`config.mk`:
```
export PLATFORM = sky130hd
export DESIGN_NAME = smoothed_bar_graph_level_meter_top
export DESIGN_NICKNAME = d
export VERILOG_FILES = /design/src/rtl/core/sbglm_pkg.sv /design/src/rtl/core/smoothed_bar_graph_level_meter_top.sv /design/src/rtl/core/sbglm_window.sv /design/src/rtl/core/sbglm_decide.sv
export SDC_FILE = /design/constraint.sdc
export NUM_CORES = 1
export LEC_CHECK = 0
export ABC_AREA = 1
export BUFFER_PORTS_ARGS = -buffer_cell sky130_fd_sc_hd__buf_2
export CAP_MARGIN = 40
export CORE_ASPECT_RATIO = 2
export CORE_MARGIN = 5
export CORE_UTILIZATION = 60
export DETAILED_ROUTE_END_ITERATION = 16
export HOLD_SLACK_MARGIN = 0.05
export PLACE_DENSITY_LB_ADDON = 0.25
export SYNTH_ARGS = -nofsm -noshare
export SYNTH_HDL_FRONTEND = slang
export SYNTH_SLANG_ARGS = --single-unit
```
`constraint.sdc`:
```
create_clock -name clk -period 17.5 [get_ports clk]
set_clock_uncertainty 0.05 [all_clocks]
set_input_delay 0.875 -clock clk [delete_from_list [all_inputs] [get_ports clk]]
set_output_delay 0.875 -clock clk [all_outputs]
set_load 0.01 [all_outputs]
```
`src/rtl/core/sbglm_pkg.sv`:
```
// Package for the level meter: widths, reset values, register indexes and payload types.
package sbglm_pkg;

  localparam int SAMPLE_W   = 12;
  localparam int LVL_W      = 3;
  localparam int DUTY_W     = 8;
  localparam int MARGIN_W   = 10;
  localparam int LEDS       = 5;
  localparam int WINDOW_DEF = 3;

  localparam int FULL_SCALE = 4095;
  localparam int SPAN_SHIFT = 12;

  localparam logic [DUTY_W-1:0] DUTY_MAX = 8'd255;
  localparam logic [LVL_W-1:0]  LEVEL_NONE = 3'd7;

  localparam logic [MARGIN_W-1:0] MARGIN_RST = 10'd20;
  localparam logic [SAMPLE_W-1:0] CUTOFF_RST = 12'd50;

  localparam int CFG_IDX_W  = 2;
  localparam int CFG_DATA_W = 12;

  localparam logic [CFG_IDX_W-1:0] CFG_DISPLAY_MODE = 2'd0;
  localparam logic [CFG_IDX_W-1:0] CFG_LEVEL_MARGIN = 2'd1;
  localparam logic [CFG_IDX_W-1:0] CFG_DARK_CUTOFF  = 2'd2;

  typedef struct packed {
    logic [SAMPLE_W-1:0] sample;
    logic                restart;
  } sbglm_in_t;

  typedef struct packed {
    logic              ready_res;
    logic              updated;
    logic [LEDS-1:0]   lit_mask;
    logic [DUTY_W-1:0] duty;
    logic [LVL_W-1:0]  bar_level;
  } sbglm_out_t;

  typedef struct packed {
    logic                display_mode;
    logic [MARGIN_W-1:0] level_margin;
    logic [SAMPLE_W-1:0] dark_cutoff;
  } sbglm_cfg_t;

  typedef struct packed {
    logic                full;
    logic [SAMPLE_W-1:0] mean;
  } sbglm_mean_t;

endpackage

```
`src/rtl/core/smoothed_bar_graph_level_meter_top.sv`:
```
// Top level of the smoothed bar-graph level meter: channels, config registers, stage registers.
//
// Input channel in_valid/in_ready/in_data carries one sensor sample and a restart flag per
// transaction. Result channel out_valid/out_ready/out_data returns exactly one result per
// sample: ready flag, update flag, held LED mask and duty, and the current bar level.
// Config channel cfg_valid/cfg_ready/cfg_index/cfg_data writes display_mode (0),
// level_margin (1) and dark_cutoff (2); other indexes are dropped. cfg_ready is always high.
// Write configuration only while no sample is in flight.
//
// A sample accepted at the input is registered, evaluated by a single pass through the
// window sum, reciprocal-multiply mean and display decision, and lands in the result register
// when that register is free or being drained. One sample per cycle is sustained while
// the receiver keeps out_ready high. When the receiver stalls, the result register holds and
// the stage register keeps one more sample; in_ready drops only while both are occupied.
// Synchronous reset empties both stages, clears the window fill and level memory, turns
// all LEDs off, sets duty to full scale and loads the register defaults.
module smoothed_bar_graph_level_meter_top
  import sbglm_pkg::*;
#(
  parameter int WINDOW = WINDOW_DEF
) (
  input  logic                  clk,
  input  logic                  rst_n,
  input  logic                  in_valid,
  output logic                  in_ready,
  input  sbglm_in_t             in_data,
  output logic                  out_valid,
  input  logic                  out_ready,
  output sbglm_out_t            out_data,
  input  logic                  cfg_valid,
  output logic                  cfg_ready,
  input  logic [CFG_IDX_W-1:0]  cfg_index,
  input  logic [CFG_DATA_W-1:0] cfg_data
);

  logic                s1_valid_r, s1_valid_nxt;
  sbglm_in_t           s1_item_r;
  logic                out_valid_r, out_valid_nxt;
  sbglm_out_t          out_data_r;
  logic                s1_fire;
  logic                in_fire;
  logic                mode_r;
  logic [MARGIN_W-1:0] margin_r;
  logic [SAMPLE_W-1:0] cutoff_r;
  sbglm_cfg_t          cfg;
  sbglm_mean_t         mean;
  sbglm_out_t          res;

  assign cfg_ready = 1'b1;

  always_ff @(posedge clk) begin
    if (!rst_n) begin
      mode_r   <= 1'b0;
      margin_r <= MARGIN_RST;
      cutoff_r <= CUTOFF_RST;
    end else if (cfg_valid) begin
      case (cfg_index)
        CFG_DISPLAY_MODE: mode_r   <= cfg_data[0];
        CFG_LEVEL_MARGIN: margin_r <= cfg_data[MARGIN_W-1:0];
        CFG_DARK_CUTOFF:  cutoff_r <= cfg_data[SAMPLE_W-1:0];
        default: ;
      endcase
    end
  end

  assign cfg.display_mode = mode_r;
  assign cfg.level_margin = margin_r;
  assign cfg.dark_cutoff  = cutoff_r;

  // advance the stage whenever the result register is free or being drained
  assign s1_fire  = s1_valid_r && (!out_valid_r || out_ready);
  assign in_ready = !s1_valid_r || s1_fire;
  assign in_fire  = in_valid && in_ready;

  always_comb begin
    s1_valid_nxt = s1_valid_r;
    if (in_fire) begin
      s1_valid_nxt = 1'b1;
    end else if (s1_fire) begin
      s1_valid_nxt = 1'b0;
    end
    out_valid_nxt = out_valid_r;
    if (s1_fire) begin
      out_valid_nxt = 1'b1;
    end else if (out_ready) begin
      out_valid_nxt = 1'b0;
    end
  end

  always_ff @(posedge clk) begin
    if (!rst_n) begin
      s1_valid_r  <= 1'b0;
      out_valid_r <= 1'b0;
    end else begin
      s1_valid_r  <= s1_valid_nxt;
      out_valid_r <= out_valid_nxt;
    end
  end

  always_ff @(posedge clk) begin
    if (in_fire) begin
      s1_item_r <= in_data;
    end
    if (s1_fire) begin
      out_data_r <= res;
    end
  end

  sbglm_window #(
    .WINDOW (WINDOW)
  ) u_window (
    .clk     (clk),
    .rst_n   (rst_n),
    .fire    (s1_fire),
    .sample  (s1_item_r.sample),
    .restart (s1_item_r.restart),
    .mean_o  (mean)
  );

  sbglm_decide u_decide (
    .clk     (clk),
    .rst_n   (rst_n),
    .fire    (s1_fire),
    .restart (s1_item_r.restart),
    .mean_i  (mean),
    .cfg_i   (cfg),
    .res_o   (res)
  );

  assign out_valid = out_valid_r;
  assign out_data  = out_data_r;

  a_ready_cause: assert property (@(posedge clk) disable iff (!rst_n)
    !in_ready |-> s1_valid_r && out_valid_r && !out_ready)
    else $error("input stalled without both stages occupied by a blocked result");

  a_stage_kept: assert property (@(posedge clk) disable iff (!rst_n)
    s1_valid_r && out_valid_r && !out_ready |=> s1_valid_r)
    else $error("staged sample dropped while the result was stalled");

  a_result_loaded: assert property (@(posedge clk) disable iff (!rst_n)
    s1_fire |=> out_valid_r)
    else $error("evaluated sample produced no result");

endmodule

```
`src/rtl/core/sbglm_window.sv`:
```
// Sample window: circular storage, fill tracking, sum and mean by reciprocal multiply.
module sbglm_window
  import sbglm_pkg::*;
#(
  parameter int WINDOW = WINDOW_DEF
) (
  input  logic                clk,
  input  logic                rst_n,
  input  logic                fire,
  input  logic [SAMPLE_W-1:0] sample,
  input  logic                restart,
  output sbglm_mean_t         mean_o
);

  localparam int PW     = $clog2(WINDOW);
  localparam int FILL_W = $clog2(WINDOW + 1);
  localparam int SUM_W  = SAMPLE_W + PW;
  localparam int SHIFT  = SUM_W + PW;
  localparam int RW     = SHIFT + 1;
  localparam int PROD_W = SUM_W + RW;
  // ceil(2^SHIFT / WINDOW) gives an exact quotient for every sum below 2^SUM_W
  localparam logic [RW-1:0] RECIP =
    RW'(((64'd1 << SHIFT) + 64'(WINDOW) - 64'd1) / 64'(WINDOW));

  logic [SAMPLE_W-1:0] win_r [WINDOW];
  logic [PW-1:0]       wpos_r, wpos_nxt;
  logic [FILL_W-1:0]   fill_r, fill_nxt, fill_eff;
  logic [SUM_W-1:0]    sum;
  logic [PROD_W-1:0]   prod;

  // sum includes the incoming sample in place of the slot it overwrites
  always_comb begin
    sum = '0;
    for (int i = 0; i < WINDOW; i++) begin
      if (PW'(i) == wpos_r) begin
        sum = sum + SUM_W'(sample);
      end else begin
        sum = sum + SUM_W'(win_r[i]);
      end
    end
  end

  assign prod = PROD_W'(sum) * PROD_W'(RECIP);

  always_comb begin
    fill_eff = restart ? '0 : fill_r;
    fill_nxt = (fill_eff < FILL_W'(WINDOW)) ? fill_eff + 1'b1 : fill_eff;
    wpos_nxt = (wpos_r == PW'(WINDOW - 1)) ? '0 : wpos_r + 1'b1;
  end

  assign mean_o.full = (fill_nxt == FILL_W'(WINDOW));
  assign mean_o.mean = prod[SHIFT +: SAMPLE_W];

  always_ff @(posedge clk) begin
    if (fire) begin
      win_r[wpos_r] <= sample;
    end
  end

  always_ff @(posedge clk) begin
    if (!rst_n) begin
      wpos_r <= '0;
      fill_r <= '0;
    end else if (fire) begin
      wpos_r <= wpos_nxt;
      fill_r <= fill_nxt;
    end
  end

  a_fill_bound: assert property (@(posedge clk) disable iff (!rst_n)
    fill_r <= FILL_W'(WINDOW))
    else $error("window fill count beyond window depth");

  a_restart_fill: assert property (@(posedge clk) disable iff (!rst_n)
    fire && restart |=> fill_r == FILL_W'(1))
    else $error("restart did not leave exactly one sample in the window");

endmodule

```
`src/rtl/core/sbglm_decide.sv`:
```
// Display decision: level with hysteresis, brightness duty and the held LED pattern.
module sbglm_decide
  import sbglm_pkg::*;
(
  input  logic        clk,
  input  logic        rst_n,
  input  logic        fire,
  input  logic        restart,
  input  sbglm_mean_t mean_i,
  input  sbglm_cfg_t  cfg_i,
  output sbglm_out_t  res_o
);

  localparam int LP_W = SAMPLE_W + LVL_W;
  localparam int CMP_W = SAMPLE_W + 1;
  localparam int DX_W = SAMPLE_W + DUTY_W;

  typedef logic [SAMPLE_W-1:0] bound_tbl_t [2**LVL_W];

  function automatic bound_tbl_t build_bounds();
    bound_tbl_t t;
    for (int k = 0; k < 2**LVL_W; k++) begin
      t[k] = (k <= LEDS + 1) ? SAMPLE_W'(k * FULL_SCALE / (LEDS + 1)) : '0;
    end
    return t;
  endfunction

  localparam bound_tbl_t BOUND_TBL = build_bounds();

  function automatic logic [LEDS-1:0] lower_mask(input logic [LVL_W-1:0] lvl);
    logic [LEDS-1:0] m;
    for (int i = 0; i < LEDS; i++) begin
      m[i] = (LVL_W'(i) < lvl);
    end
    return m;
  endfunction

  logic [LVL_W-1:0]  last_r, last_nxt, last_eff;
  logic              known_r, known_nxt, known_eff;
  logic [LEDS-1:0]   lit_r, lit_nxt;
  logic [DUTY_W-1:0] duty_r, duty_nxt;

  logic [LP_W-1:0]     lvl_prod;
  logic [LVL_W-1:0]    level;
  logic [SAMPLE_W-1:0] bound_hi, bound_lo;
  logic                take_up, take_dn, take;
  logic [SAMPLE_W-1:0] m_gated;
  logic [DX_W-1:0]     dx;
  logic [CMP_W-1:0]    dsum;
  logic [DUTY_W:0]     dq;
  logic                updated;

  assign known_eff = restart ? 1'b0 : known_r;
  assign last_eff  = restart ? LEVEL_NONE : last_r;

  assign lvl_prod = LP_W'(mean_i.mean) * LP_W'(LEDS + 1);
  assign level    = lvl_prod[SPAN_SHIFT +: LVL_W];

  assign bound_hi = BOUND_TBL[LVL_W'(last_eff + 1'b1)];
  assign bound_lo = BOUND_TBL[last_eff];
  assign take_up  = {1'b0, mean_i.mean} > ({1'b0, bound_hi} + CMP_W'(cfg_i.level_margin));
  assign take_dn  = ({1'b0, mean_i.mean} + CMP_W'(cfg_i.level_margin)) < {1'b0, bound_lo};

  // duty = m*255/4095: x = 4096a + b, quotient is a, plus one when a + b reaches 4095
  assign m_gated = (mean_i.mean <= cfg_i.dark_cutoff) ? '0 : mean_i.mean;
  assign dx      = {m_gated, {DUTY_W{1'b0}}} - DX_W'(m_gated);
  assign dsum    = CMP_W'(dx[DX_W-1 -: DUTY_W]) + CMP_W'(dx[SAMPLE_W-1:0]);
  assign dq      = (DUTY_W + 1)'(dx[DX_W-1 -: DUTY_W])
                 + (DUTY_W + 1)'(dsum >= CMP_W'(FULL_SCALE));

  always_comb begin
    last_nxt  = last_eff;
    known_nxt = known_eff;
    lit_nxt   = lit_r;
    duty_nxt  = duty_r;
    updated   = 1'b0;
    take      = 1'b0;
    if (mean_i.full) begin
      if (cfg_i.display_mode) begin
        lit_nxt   = '1;
        duty_nxt  = dq[DUTY_W-1:0];
        known_nxt = 1'b0;
        last_nxt  = LEVEL_NONE;
        updated   = 1'b1;
      end else if (!known_eff || level != last_eff) begin
        if (!known_eff) begin
          take = 1'b1;
        end else if (level > last_eff) begin
          take = take_up;
        end else begin
          take = take_dn;
        end
        if (take) begin
          lit_nxt   = lower_mask(level);
          duty_nxt  = DUTY_MAX;
          last_nxt  = level;
          known_nxt = 1'b1;
          updated   = 1'b1;
        end
      end
    end
  end

  always_comb begin
    res_o.ready_res = mean_i.full;
    res_o.updated   = updated;
    res_o.lit_mask  = lit_nxt;
    res_o.duty      = duty_nxt;
    res_o.bar_level = mean_i.full ? level : '0;
  end

  always_ff @(posedge clk) begin
    if (!rst_n) begin
      last_r  <= LEVEL_NONE;
      known_r <= 1'b0;
      lit_r   <= '0;
      duty_r  <= DUTY_MAX;
    end else if (fire) begin
      last_r  <= last_nxt;
      known_r <= known_nxt;
      lit_r   <= lit_nxt;
      duty_r  <= duty_nxt;
    end
  end

endmodule
```
==> flow_summary.ini, run 1 <==
[setup_path]
reg2regPathDepth = 75
startpoint = u_window.wpos_r[1]$_SDFFE_PN0P_
end_kind = register
rr_endpoint = out_data[9]$_DFFE_PP_
max_stage_delay_ns = 0.57
cp.arrival_ns = 14.87
crit_slowest_cell = fa_1
r2r_start = u_window.wpos_r[1]$_SDFFE_PN0P_
path_max_fanout = 23
start_kind = register
critPathKind = reg2reg
crit_top_cell = nand2_1
cp.required_ns = 17.64
r2r_setup_slack_ns = 2.77

[drt]
wirelength_met1_microns = 11600
wire_per_inst_microns = 18.1
route.met3.wl_microns = 1210
wl_met2_microns = 20500
via_per_inst = 5.59
maxUsedRoutingLayer = met4
drc_errors = 0
drt_iter0_drc = 609
drt_wl_total_microns = 36800
first_pass_iters = 5
vias = 11364
ant_nets = 0

[yosys]
synthCells = 1690
yosysTopAreaCell = ha_1
yosysMostFrequentCell = inv_1
ys_top_cells_by_count = inv_1 (327), nand2_1 (324), ha_1 (201)
netlist_area_sq_um = 12900
synth_area_per_cell_sq_um = 7.63
synth_seq_cells = 113
synth-edff-count = 67
synth_async_sr_flop_share_pct = 0
synth_fp_nets = 1983
synth_warnings = 0
yosys.area.top_type_share_pct = 19.5
ys.flop_type = edfxtp_1
synth_cell_types = 55
ys_seq_area_share_pct = 22.7
yosys-top-cells-area = ha_1 (19%), edfxtp_1 (16%), inv_1 (9.5%), nand2_1 (9.4%), fa_1 (9.3%)

[clocking]
clock-root-buffer = clkbuf_16
clock_latency_ns = 0.43
cts.path.max_buffers = 2
cts.clk_slew.worst_paths_ns = 0.06
cts_setup_buffers = 0
cts_tree = built
cts_resized = 0
htreeDepth = 4
cts_hold_buffers = 0
cts_buffers = 17
cts_sinks = 113

[timing]
min_period_over_period_pct = 84.2
slew_headroom_pct = 34.6
setup_viol_count_final = 0
min_period_ns = 14.73
rsz0062_at_grt = no
fmaxAchievable_ghz = 0.0679
setup_tns_ns = 0
worstMarginPinSlew_ns = 0.978
finalHoldViolCount = 0
slew_violations = 0

[floorplan]
rows = 76
die_h_microns = 217
core-area_sq_um = 21400
die_w_microns = 114
ioPinCount = 53
initial_utilization_pct = 60.3
fp.dieArea_sq_um = 24700

[global_route]
overflow = 0
grt_max_degree = 34
grt_use_total_pct = 30.7
grt_pass1_wl_microns = 58000
first_global_vias = 11940
antenna_found_initial = 0

[status]
status = finished clean

[placed_design]
dp_hpwl_microns = 30900
gp_routability_congestion = 0.980
portBuffers = 51

[worst_hold_path]
hold_end = cutoff_r[7]$_SDFFE_PN0P_
hold_depth = 2
hp-class = reg2reg
min_from = cutoff_r[7]$_SDFFE_PN0P_

[layout]
drive_gt1_share_pct = 9.03
n_antenna_cell = 0
nets = 2040
area_delta_synth_final_pct = 9.09

[run]
cap_violations = 0
[worst max path at each step]
stage / to / slack, ns / cells past startpoint
6_report: out_data[9]$_DFFE_PP_ / 2.77 / 75
5_1_grt: out_data[9]$_DFFE_PP_ / 1.13 / 77
4_1_cts: out_data[9]$_DFFE_PP_ / 2.80 / 76
3_5_place_dp: out_data[9]$_DFFE_PP_ / 2.92 / 78
3_3_place_gp: out_data[9]$_DFFE_PP_ / 3.39 / 77
2_1_floorplan: out_data[9]$_DFFE_PP_ / 4.60 / 80
[final cells by class]
cell class	instances	area (sq um)
Multi-Input combinational cell	1218	8600
Fill cell	1954	7320
Sequential cell	113	2930
Inverter	340	1280
Clock buffer	19	433
Tap cell	273	342
Timing Repair Buffer	57	305
Clock inverter	13	178
[registers in the layout, indices dropped and copies added, names as in the netlist]
name and flops:
out_data 18, cutoff_r 12, u_decide.last_r 3, margin_r 10
mode_r 1, u_decide.known_r 1, s1_valid_r 1, u_decide.duty_r 8
u_window.win_r 36, u_window.fill_r 2, out_valid 1, s1_item_r 13
u_window.wpos_r 2, u_decide.lit_r 5
[logic make-up (layout without fill, tap and decap cells)]
| kind of cell | Yosys count | after routing | synth area share, % |
|---|---|---|---|
| other | 1 | 1 | 0.0291 |
| xor gates and xnor gates | 67 | 67 | 4.81 |
| DFF | 113 | 113 | 22.7 |
| AOI/OAI and AO/OA | 288 | 288 | 12.3 |
| buffers and inverters | 359 | 429 | 10.6 |
| and+or+nand+nor | 601 | 601 | 20.8 |
| adders and majority gates | 261 | 261 | 28.8 |
[cell usage in the layout (no fill, tap or decap), types with 16 or more instances in the layout]
master and count:
ha_1 201, dfxtp_1 46, buf_2 52, nor2_1 113, inv_1 327, o21ai_0 101, nand3_1 65, nand4_1 20
a21oi_1 123, edfxtp_1 67, xor2_1 45, clkbuf_16 17, nand2_1 324, nor3_1 16, fa_1 60, xnor2_1 19
[metrics by stage]
step	area [sq um]	hold WS, ns	setup WS (ns)	utilization [%]	cells
after global routing	14100	0.444	1.13	65.8	2033
final	14100	0.412	2.77	65.8	2033
after floorplan	12900	0.383	4.60	-	1690
after detailed placement	13500	0.403	2.92	62.9	2001
after CTS	14100	0.417	2.80	65.8	2033
after global placement	13400	0.391	3.39	62.7	1997
[critical path: cells and delay by family (launching register included)]
| kind | cells | cell delay (ns) |
|---|---|---|
| and+or+nand+nor | 34 | 4.26 |
| AOI/OAI and AO/OA | 14 | 2.35 |
| adders and majority gates | 13 | 4.74 |
| buffers and inverters | 9 | 1.29 |
| xor gates and xnor gates | 5 | 1.41 |
| DFF | 1 | 0.38 |
[per-layer routing]
metal	vias to the layer above	track usage [%]
li1	5608	-
met1	5270	26.0
met2	320	59.5
met3	166	4.51
met4	0	25.9
met5	-	0
Power of run 1 is not shown: default switching activity piles up to over one toggle a cycle in this logic, so the estimate is an artifact.
==> run 2, diff against run 1 <==
Settings changed: CORE_UTILIZATION 60 to 58.
Clock period 17.5 ns to 11.9 ns, I/O delays scaled along.
==> run 2 against run 1 <==
The run now ends with negative setup slack left. Sequential share of layout area fell by 3.2 points. Sequential cell count did not move. Non-clock buffer count up 228. Fmax up 19%. Worst setup slack got worse by 3.2 ns. First-iteration DRC count grew 20%. Critical endpoint is now out_data[5]$_DFFE_PP_. Highest routed layer unchanged.
==> flow_summary.ini, run 2 (synthesis results as in run 1) <==
[setup_path]
end_kind = register
crit_slowest_cell = fa_1
critPathKind = reg2reg
cp.arrival_ns = 12.48
path_max_fanout = 8
cp.required_ns = 12.03
max_stage_delay_ns = 0.54
start_kind = register
crit_top_cell = nand2_1

[floorplan]
initial_utilization_pct = 58.5
fp.dieArea_sq_um = 25500
die_h_microns = 221
ioPinCount = 53
rows = 77
die_w_microns = 115
core-area_sq_um = 22100

[timing]
fin_ws_ns = -0.448
rsz0062_at_grt = yes
setup_viol_count_final = 15
min_period_ns = 12.35
fin_hold_ws_ns = 0.282
fmaxAchievable_ghz = 0.0810
slew_violations = 0
finalHoldViolCount = 0
min_period_over_period_pct = 104
slew_headroom_pct = 45.6
worstMarginPinSlew_ns = 0.814

[clocking]
cts_hold_buffers = 0
cts_sinks = 113
cts_tree = built
htreeDepth = 4
cts.clk_slew.worst_paths_ns = 0.06
cts_buffers = 17
cts.path.max_buffers = 2
clock-root-buffer = clkbuf_16
clock_latency_ns = 0.44

[placed_design]
gp_routability_congestion = 0.972
dp_hpwl_microns = 32600
portBuffers = 51

[status]
status = finished with violations
violations = negative setup slack

[global_route]
antenna_found_initial = 0
first_global_vias = 13418
overflow = 0
grt_max_degree = 41
grt_pass1_wl_microns = 64200
grt_use_total_pct = 32.5

[layout]
final_common_cell = inv_1
largest_reg_flops = 36
drive_gt1_share_pct = 26.6
final_cell_mix = inv_1 (310), nand2_1 (300), buf_4 (223)
regMostFlops = u_window.win_r
area_delta_synth_final_pct = 28.7
n_antenna_cell = 0
nets = 2268

[worst_hold_path]
hp-class = in2reg

[drt]
ant_nets = 0
drt_wl_total_microns = 41400
wire_per_inst_microns = 18.3
vias = 12752
via_per_inst = 5.63
drt_iter0_drc = 732
first_pass_iters = 6
drc_errors = 0

[run]
cap_violations = 0
run 2: changes by cell type in the layout (fill, tap and decap cells not counted), sizes merged:
cell,change
clkbuf,-2
clkinv,-4
bufinv,-2
buf,+228
inv,+8
run 2: path summary, 6_finish.rpt:
| check | from | to | slack, ns | cells past startpoint |
|---|---|---|---|---|
| min reg2reg | u_decide.last_r[1]$_SDFFE_PN1P_ | u_decide.last_r[1]$_SDFFE_PN1P_ | 0.42 | 2 |
| max reg2reg | u_window.wpos_r[0]$_SDFFE_PN0P_ | out_data[5]$_DFFE_PP_ | -0.45 | 80 |
| max | u_window.wpos_r[0]$_SDFFE_PN0P_ | out_data[5]$_DFFE_PP_ | -0.45 | 80 |
| min | in_data[8] | s1_item_r[8]$_DFFE_PP_ | 0.28 | 1 |
run 2: through the flow:
| stage | area (sq um) | setup TNS (ns) | instances | setup WS, ns | utilization [%] |
|---|---|---|---|---|---|
| floorplan | 13200 | -0.525 | 1690 | -0.185 | - |
| global placement | 15200 | -2.39 | 2199 | -0.313 | 68.8 |
| detailed placement | 15200 | -8.84 | 2202 | -0.752 | 68.9 |
| CTS | 16300 | -1.83 | 2254 | -0.221 | 73.7 |
| global route | 16600 | -15.94 | 2264 | -1.14 | 75.2 |
| finish | 16600 | -4.87 | 2264 | -0.448 | 75.2 |
run 2: repair_timing:
item | CTS | global route
pin swaps | 71 | 47
gates resized for setup | 67 | 66
hold endpoints to repair | 0 | 0
setup buffers | 19 | 10
setup endpoints to repair | 16 | 30
cloned | 1 | 0
run 2: routing by layer:
metal / up-vias / GRT usage [%] / part of all wire, %
met1: 5989 / 27.3 / 31
met3: 254 / 4.59 / 3.4
met2: 447 / 62.4 / 55
met4: 0 / 28.0 / 11
met5: - / 0 / 0
li1: 6062 / - / -
run 2: critical path: cells and delay by family, from the launching register on:
kind,cells,cell delay [ns]
adder cells (fa/ha/maj),14,4.58
AND/OR/NAND/NOR,35,3.15
AO/OA/AOI/OAI,10,1.52
buffers and inverters,15,1.41
XOR/XNOR,6,1.07
flip-flops,1,0.36
run 2: final cells by class:
type                    count  area [sq um]
multi-input cells        1218          9400
fillers                  1657          5460
flip-flops and latches    113          2940
repair buffers            285          2060
inverters                 340          1280
clock buffers              17           425
well taps                 276           345
clock inverters            15           158
Power of run 2 is left out for the same reason.
==> run 3, diff against run 2 <==
Settings changed: CORE_UTILIZATION 58 to 60.
Clock period 11.9 ns to 15.2 ns, I/O delays scaled along.
==> run 3 against run 2 <==
The run now ends clean. Sequential cell count unchanged. Non-clock buffer count decreased by 212. Global-route usage decreased by 2.4 points. Critical path type unchanged. Critical endpoint is now out_data[9]$_DFFE_PP_.
==> flow_summary.ini, run 3 (synthesis results as in run 1) <==
[drt]
ant_nets = 0
via_per_inst = 5.59
drc_errors = 0
drt_iter0_drc = 522
drt_wl_total_microns = 36400
wire_per_inst_microns = 17.7
vias = 11471
first_pass_iters = 5

[setup_path]
start_kind = register
cp.required_ns = 15.34
cp.arrival_ns = 14.13
critPathKind = reg2reg
crit_slowest_cell = fa_1
path_max_fanout = 9
max_stage_delay_ns = 0.57
crit_top_cell = nand2_1
end_kind = register

[placed_design]
dp_hpwl_microns = 30500
gp_routability_congestion = 0.954
dp_cells = 2004
portBuffers = 51
pre_cts_ws_ns = 0.640

[layout]
n_antenna_cell = 0
instances_no_fill = 2052
final_cell_mix = inv_1 (325), nand2_1 (324), ha_1 (201)
final_common_cell = inv_1
largest_reg_flops = 36
regMostFlops = u_window.win_r
drive_gt1_share_pct = 10.6
nets = 2059
area_delta_synth_final_pct = 10.5
post-route-util_pct = 66.6

[global_route]
grt_max_degree = 34
first_global_vias = 11926
overflow = 0
grt_use_total_pct = 30.2
antenna_found_initial = 0
grt_pass1_wl_microns = 57500

[clocking]
cts_buffers = 17
clock-root-buffer = clkbuf_16
cts.path.max_buffers = 2
htreeDepth = 4
cts_sinks = 113
cts_tree = built
cts.clk_slew.worst_paths_ns = 0.06
clock_latency_ns = 0.43

[status]
status = finished clean

[timing]
finalHoldViolCount = 0
setup_tns_ns = 0
setup_viol_count_final = 0
worstMarginPinSlew_ns = 0.818
min_period_over_period_pct = 92.0
fin_ws_ns = 1.21
fmaxAchievable_ghz = 0.0715
min_period_ns = 13.99
slew_headroom_pct = 45.5
slew_violations = 0

[floorplan]
rows = 76
die_h_microns = 217
ioPinCount = 53
die_w_microns = 114
core-area_sq_um = 21400
fp.dieArea_sq_um = 24700
initial_utilization_pct = 60.3

[run]
cap_violations = 0

[worst_hold_path]
hp-class = reg2reg
[run 3: cell count changes in the layout (fill, tap and decap cells not counted), sizes merged]
cell / change
bufinv: +2
inv: -6
buf: -212
clkinvlp: +3
clkinv: +4
[run 3: area by class of cell]
type                    count  area (sq um)
multi-input cells        1218          8640
fillers                  1890          7140
flip-flops and latches    113          2930
inverters                 340          1280
clock buffers              17           425
repair buffers             73           425
well taps                 273           342
clock inverters            15           194
repair inverters            3          15.0
[run 3: metrics by stage]
stage	cell area [sq um]	hold WS [ns]
4_1_cts	14100	0.412
3_5_place_dp	13500	0.399
5_1_grt	14300	0.438
3_3_place_gp	13400	0.390
2_1_floorplan	12900	0.383
6_report	14300	0.413
[run 3: repair_timing]
item / in CTS / in global routing
gates resized for setup: 0 / 12
hold buffers: 0 / 0
setup buffers: 0 / 12
setup endpoints to repair: 0 / 16
hold endpoints to repair: 0 / 0
[run 3: worst max-delay path: cells and delay by family (launching register included)]
family	cells	cell delay (ns)
AND/OR/NAND/NOR	32	3.43
adder cells (fa/ha/maj)	14	4.91
AO/OA/AOI/OAI	18	2.87
flip-flops	1	0.36
buffers and inverters	11	1.22
XOR/XNOR	5	0.87
[run 3: final timing paths]
path                              startpoint                              end  slack, ns  cells past startpoint
min reg2reg  u_decide.duty_r[7]$_SDFFE_PN1P_  u_decide.duty_r[7]$_SDFFE_PN1P_       0.41                      2
max          u_window.wpos_r[1]$_SDFFE_PN0P_            out_data[9]$_DFFE_PP_       1.21                     80
max reg2reg  u_window.wpos_r[1]$_SDFFE_PN0P_            out_data[9]$_DFFE_PP_       1.21                     80
min          u_decide.duty_r[7]$_SDFFE_PN1P_  u_decide.duty_r[7]$_SDFFE_PN1P_       0.41                      2
[run 3: routing by layer]
layer,global-route usage [%],vias up,share of wire [%]
met5,0,-,0
met4,24.2,0,9.3
met3,4.42,172,3.1
met2,59.0,324,56
met1,25.7,5331,32
li1,-,5644,-
Power of run 3 is left out for the same reason.
